$ cat config.mk
export PLATFORM = sky130hd
export DESIGN_NAME = counter_hash_random_generator
export DESIGN_NICKNAME = d
export VERILOG_FILES = /design/src/design/chrg_pkg.sv /design/src/design/counter_hash_random_generator.sv
export SDC_FILE = /design/constraint.sdc
export NUM_CORES = 2
export LEC_CHECK = 0
export BUFFER_PORTS_ARGS = -buffer_cell sky130_fd_sc_hd__buf_2
export CAP_MARGIN = 20
export CORE_MARGIN = 2
export CORE_UTILIZATION = 55
export DETAILED_ROUTE_END_ITERATION = 7
export PLACE_DENSITY = 0.76
export SLEW_MARGIN = 5
export SYNTH_ARGS = -nofsm -noshare
export SYNTH_HDL_FRONTEND = slang
export SYNTH_SLANG_ARGS = --single-unit
$ cat constraint.sdc
create_clock -name clk -period 8.1 [get_ports clk]
set_input_delay 0.405 -clock clk [delete_from_list [all_inputs] [get_ports clk]]
set_output_delay 0.405 -clock clk [all_outputs]
set_load 0.005 [all_outputs]
$ cat src/design/chrg_pkg.sv
// package for the counter hash random generator
// round keys, register selects and sequencer state type; no dependencies
`default_nettype none

package chrg_pkg;

  localparam int ROUND_COUNT_DEF = 4;
  localparam int WORD_W = 32;
  localparam int HALF_W = 16;

  localparam logic REG_SEED  = 1'b0;
  localparam logic REG_START = 1'b1;

  localparam logic [WORD_W-1:0] KEY_IN [4] = '{
    32'hbaa96887, 32'h1e17d32c, 32'h03bcdc3c, 32'h0f33d1b2
  };
  localparam logic [WORD_W-1:0] KEY_OUT [4] = '{
    32'h4b0f3b58, 32'he874f0c3, 32'h6955c5a6, 32'h55a7ca46
  };

  typedef enum logic [2:0] {
    S_IDLE = 3'b001,
    S_MUL  = 3'b010,
    S_MIX  = 3'b100
  } state_t;

endpackage

`default_nettype wire

$ cat src/design/counter_hash_random_generator.sv
// counter hash random generator: pseudo-des feistel hash of (seed, counter)
// depends on chrg_pkg
//
// usage: write seed_word at paddr 0 and start_index at paddr 4 over the apb
// port while the block is idle; writing start_index also reloads the counter.
// each item on the input channel with request high yields one random_word
// on the output channel and advances the counter by one (wrapping at 2^32);
// an item with request low is taken and yields nothing.
// one shared set of 16x16 multipliers runs each feistel round as a products step
// (S_MUL) and then a mix step (S_MIX); in_ready is low from the time a request
// item is taken until its result is registered, so a new item is taken only
// once the last one is through.
// the result sits in an output register; if the receiver stalls, the block
// can take one more item and then holds its last round until the register
// empties. reset clears seed_word, start_index and the counter to zero and
// leaves both channels empty.
`default_nettype none

module counter_hash_random_generator
  import chrg_pkg::*;
#(
  parameter int ROUND_COUNT = ROUND_COUNT_DEF
) (
  input  wire logic              clk,
  input  wire logic              rst,
  input  wire logic              psel,
  input  wire logic              penable,
  input  wire logic              pwrite,
  input  wire logic [2:0]        paddr,
  input  wire logic [31:0]       pwdata,
  output logic      [31:0]       prdata,
  output logic                   pready,
  input  wire logic              in_valid,
  output logic                   in_ready,
  input  wire logic              request,
  output logic                   out_valid,
  input  wire logic              out_ready,
  output logic      [WORD_W-1:0] random_word
);

  localparam int RW = (ROUND_COUNT > 1) ? $clog2(ROUND_COUNT) : 1;
  localparam logic [RW-1:0] LAST_ROUND = RW'(ROUND_COUNT - 1);

  state_t state, state_next;
  logic [RW-1:0] round_cnt;
  logic [WORD_W-1:0] seed_word, start_index, counter;
  logic [WORD_W-1:0] high, low;
  logic [WORD_W-1:0] prod_aa, prod_bb, prod_ab;

  logic cfg_wr, in_acc, last_done;
  logic [WORD_W-1:0] t_word, s_sum, s_rot, high_next;
  logic [HALF_W-1:0] half_a, half_b;

  assign pready   = 1'b1;
  assign cfg_wr   = psel && penable && pwrite;
  assign prdata   = (paddr[2] == REG_START) ? start_index : seed_word;
  assign in_ready = (state == S_IDLE);
  assign in_acc   = in_valid && in_ready;

  assign t_word    = high ^ KEY_IN[2'(round_cnt)];
  assign half_a    = t_word[HALF_W-1:0];
  assign half_b    = t_word[WORD_W-1:HALF_W];
  assign s_sum     = prod_aa + ~prod_bb;
  assign s_rot     = {s_sum[HALF_W-1:0], s_sum[WORD_W-1:HALF_W]};
  assign high_next = low ^ ((s_rot ^ KEY_OUT[2'(round_cnt)]) + prod_ab);
  assign last_done = (state == S_MIX) && (round_cnt == LAST_ROUND)
                     && (!out_valid || out_ready);

  always_comb begin
    state_next = state;
    case (state)
      S_IDLE: begin
        if (in_acc && request) state_next = S_MUL;
      end
      S_MUL: state_next = S_MIX;
      S_MIX: begin
        if (round_cnt != LAST_ROUND) state_next = S_MUL;
        else if (last_done) state_next = S_IDLE;
      end
      default: state_next = S_IDLE;
    endcase
  end

  always_ff @(posedge clk) begin
    if (rst) begin
      state       <= S_IDLE;
      round_cnt   <= '0;
      seed_word   <= '0;
      start_index <= '0;
      counter     <= '0;
      out_valid   <= 1'b0;
    end else begin
      state <= state_next;
      if (cfg_wr) begin
        if (paddr[2] == REG_SEED) begin
          seed_word <= pwdata;
        end else begin
          start_index <= pwdata;
          counter     <= pwdata;
        end
      end
      if (out_valid && out_ready) out_valid <= 1'b0;
      case (state)
        S_IDLE: round_cnt <= '0;
        S_MIX: begin
          if (round_cnt != LAST_ROUND) begin
            round_cnt <= round_cnt + RW'(1);
          end else if (last_done) begin
            out_valid <= 1'b1;
            counter   <= counter + WORD_W'(1);
          end
        end
        default: ;
      endcase
    end
  end

  // datapath
  always_ff @(posedge clk) begin
    case (state)
      S_IDLE: begin
        if (in_acc) begin
          high <= counter;
          low  <= seed_word;
        end
      end
      S_MUL: begin
        prod_aa <= WORD_W'(half_a) * WORD_W'(half_a);
        prod_bb <= WORD_W'(half_b) * WORD_W'(half_b);
        prod_ab <= WORD_W'(half_a) * WORD_W'(half_b);
      end
      S_MIX: begin
        if (round_cnt != LAST_ROUND || last_done) begin
          high <= high_next;
          low  <= high;
        end
        if (last_done) random_word <= high_next;
      end
      default: ;
    endcase
  end

endmodule

`default_nettype wire

==> results.md <==
* Yosys warnings at 0
* # IOs at 110
* CTS sink cnt at just under 300
* 1st-pass router iterations at 6
* Yosys reg bits at a little under 300
* Final worst slack at 0.334 ns
* Routed Antenna Nets at 0
* Layout area overhead at 9.05%
* First-pass GRT wire length at about 160 mm
* Status: complete, no violations
* Vias at roughly 29000
* Overall die area at between 70000 and 80000 sq um
* Clk buf depth at 3
* Average size of a mapped cell at around 9.1 sq um
* Port Buffers at around 110
* Post-synthesis cell count at just over 4000
* Worst Clk Skew at ~0.029 ns
* Slew HR at 27.4%
* Initial antenna violation count at 1
* Avg Vias per Cell at 5.63
* Post-layout minimum cycle time at 7.77 ns
* Placement Setup Slack at between 0.3 and 0.4 ns
* Setup CP Type: reg2reg
* Die Width at 265 microns
* Final net count at 5148
* Num CTS Buffers at 36
* Distinct cells, synth at 82
* Final hold vios at 0
* FP Rows at between 90 and 100
* Grt ovf at 0
* Dominant cell type by area after synthesis: fa_1
* Die Ht at around 260 microns
* Gr usage total at 29.0%
* Final core occ at between 60% and 70%
* Final RePlAce weighted congestion at approximately 0.96
* Placed insts at approximately 5000
* Sequential share of the synthesized area at slightly above 20%
* Vias in the first global route at roughly 29000
* Largest net degree at the start of global routing at just over 100
* Post-synth EDFFs at 190
* Total Routed Length at between 90 and 100 mm
* Core ar. at between 60000 and 70000 sq um
* Initial Util at a little under three fifths
* Tcrit/Tclk final at 95.9%
* CP Launch Type: flip-flop
* Async S/R FF share, synth at 0%
* H-tree Lvls at 2
* Residual DRC count at 0
* DP Wirelength at 78.2 mm
* WP data arrival at 8.05 ns
* Clock Latency Late Sink at ~0.57 ns
* Layout cell share with drive strength beyond 1 at ~8.6%
* Syn_nets at slightly above 5000
* Share of the synthesized area in the top cell type at between 20 and 30%
* CP Max Fanout at 13
* Iter 0 DRT Violations at roughly 2600
* Ys flop type: edfxtp_1
* Final setup vio count at 0
* Crit. End Element: flip-flop
* Clk slew on worst S/H paths at roughly 0.060 ns
* Slew Limit Fails at 0
* Main area contributors after synthesis: fa_1 (28%), edfxtp_1 (15%), ha_1 (13%), inv_1 (7.6%), nand2_1 (6.1%)
* Finished Layout Cells at 5114
* FILL cells at 5628
* Worst hold path type: in2reg
* Maximum clock frequency at around 130 MHz
* Routed len/inst at just under 20 microns
* Worst-Margin Slew at roughly 1.1 ns
* Synthesized area at approximately 37000 sq um
* Max-cap violations at 0
* Clock Tree Root: clkbuf_16
* CP Data Required Time at around 8.4 ns
* CTS tree: built
[critical path, stage by stage (launching register included)]
cell and delay (ns):
dfxtp_2 0.40, inv_1 0.13, ha_1 0.26, buf_4 0.19, xnor2_1 0.15, inv_1 0.49
buf_12 0.23, nand2_1 0.16, fa_1 0.56, fa_1 0.55, inv_1 0.05, fa_1 0.48
fa_1 0.46, fa_1 0.56, inv_1 0.06, fa_1 0.48, inv_1 0.04, ha_1 0.23
a2111oi_0 0.40, o21ai_0 0.16, o21ai_0 0.13, o21ai_0 0.12, a21oi_1 0.24, nor2b_1 0.11
o41a_1 0.37, nand4_1 0.17, a31oi_1 0.12, xnor2_1 0.15
[metrics by stage]
stage | hold WS, ns | setup TNS (ns) | cell area (sq um)
after floorplan | 0.433 | 0 | 37400
after global placement | 0.438 | 0 | 39400
after CTS | 0.0925 | 0 | 40800
final | 0.107 | 0 | 40800
after global routing | 0.110 | -0.0172 | 40800
after detailed placement | 0.443 | 0 | 39500
[final timing paths]
kind	to	depth (start not counted)	slack, ns	start
setup / recovery	prod_aa[31]$_DFFE_PP_	27	0.33	round_cnt[0]$_SDFFE_PP0P_
setup reg to reg	prod_aa[31]$_DFFE_PP_	27	0.33	round_cnt[0]$_SDFFE_PP0P_
hold reg to reg	start_index[26]$_SDFFE_PP0P_	2	0.45	start_index[26]$_SDFFE_PP0P_
hold / removal	seed_word[12]$_SDFFE_PP0P_	3	0.11	pwdata[12]
[state kept, by name (all words and copies together) (netlist names)]
| register | count |
|---|---|
| out_valid | 1 |
| prod_bb | 31 |
| high | 32 |
| prod_aa | 31 |
| random_word | 32 |
| low | 32 |
| round_cnt | 2 |
| counter | 32 |
| prod_ab | 32 |
| seed_word | 32 |
| state | 3 |
| start_index | 32 |
[cells by family after synthesis]
| family | Yosys count | synth area share [%] |
|---|---|---|
| AND/OR/NAND/NOR | 1186 | 13.5 |
| buffers and inverters | 910 | 9.15 |
| adder cells (fa/ha/maj) | 894 | 40.2 |
| AO/OA/AOI/OAI | 524 | 8.95 |
| flip-flops | 292 | 20.7 |
| XOR/XNOR | 266 | 6.22 |
| multiplexers | 40 | 1.20 |
| other | 1 | 0.0100 |
[repair_timing]
action,4_1_cts,5_1_grt
buffers inserted,0,0
hold buffers,0,0
gates resized for setup,0,6
endpoints found under the setup margin,0,10
[cells in the final DEF, fill, tap and decap left out, drive strengths merged, types with 46 or more instances in the layout]
cell type | synthesis | layout
xor2 | 82 | 82
xnor2 | 184 | 184
nor2 | 316 | 316
o21ai | 80 | 80
a21o | 59 | 59
ha | 376 | 376
and2 | 52 | 52
a21oi | 213 | 213
fa | 517 | 517
nand2b | 57 | 57
buf | 16 | 209
clkbuf | 132 | 46
edfxtp | 190 | 190
nand2 | 610 | 610
inv | 758 | 759
dfxtp | 102 | 102
[synth_stat cells, types with 3 or more instances]
master     instances
a2111oi_0          5
a211o_1            8
a211oi_1          21
a21o_1            59
a21oi_1          211
a221o_1            3
a221oi_1           7
a311oi_1           6
a31o_2             4
a31oi_1           18
and2_1            51
and3_1            14
buf_1             12
buf_2              3
clkbuf_1         132
clkinv_1           4
dfxtp_1          102
edfxtp_1         190
fa_1             517
ha_1             376
inv_1            758
mux2_2            39
nand2_1          610
nand2b_1          56
nand3_1           36
nand4_1           15
nor2_1           315
nor2b_1           19
nor3_1            31
nor3b_1            4
nor4_1            12
o2111ai_1          4
o211ai_1          13
o21a_1            19
o21ai_0           76
o21bai_1          30
o22ai_1            3
o31ai_1            4
or2_2              6
xnor2_1          184
xor2_1            82
[final cells by class]
cell class / instances / area [sq um] / area share (%)
antenna: 1 / 2.50 / 0.00613
clock buffer: 46 / 1040 / 2.55
clock inverter: 20 / 300 / 0.736
inverter: 762 / 2860 / 7.01
multi-input combinational: 2911 / 26400 / 64.7
sequential: 292 / 7750 / 19.0
tap: 873 / 1090 / 2.68
timing repair buffer: 209 / 1360 / 3.32
[per-layer routing]
layer / share of wire [%] / track usage, %
met5: 0 / 0
met2: 46 / 46.8
met3: 8.5 / 4.93
met1: 40 / 38.2
met4: 5.3 / 13.7
Power is not shown: default switching activity piles up to over one toggle a cycle in this logic, so the estimate is an artifact.
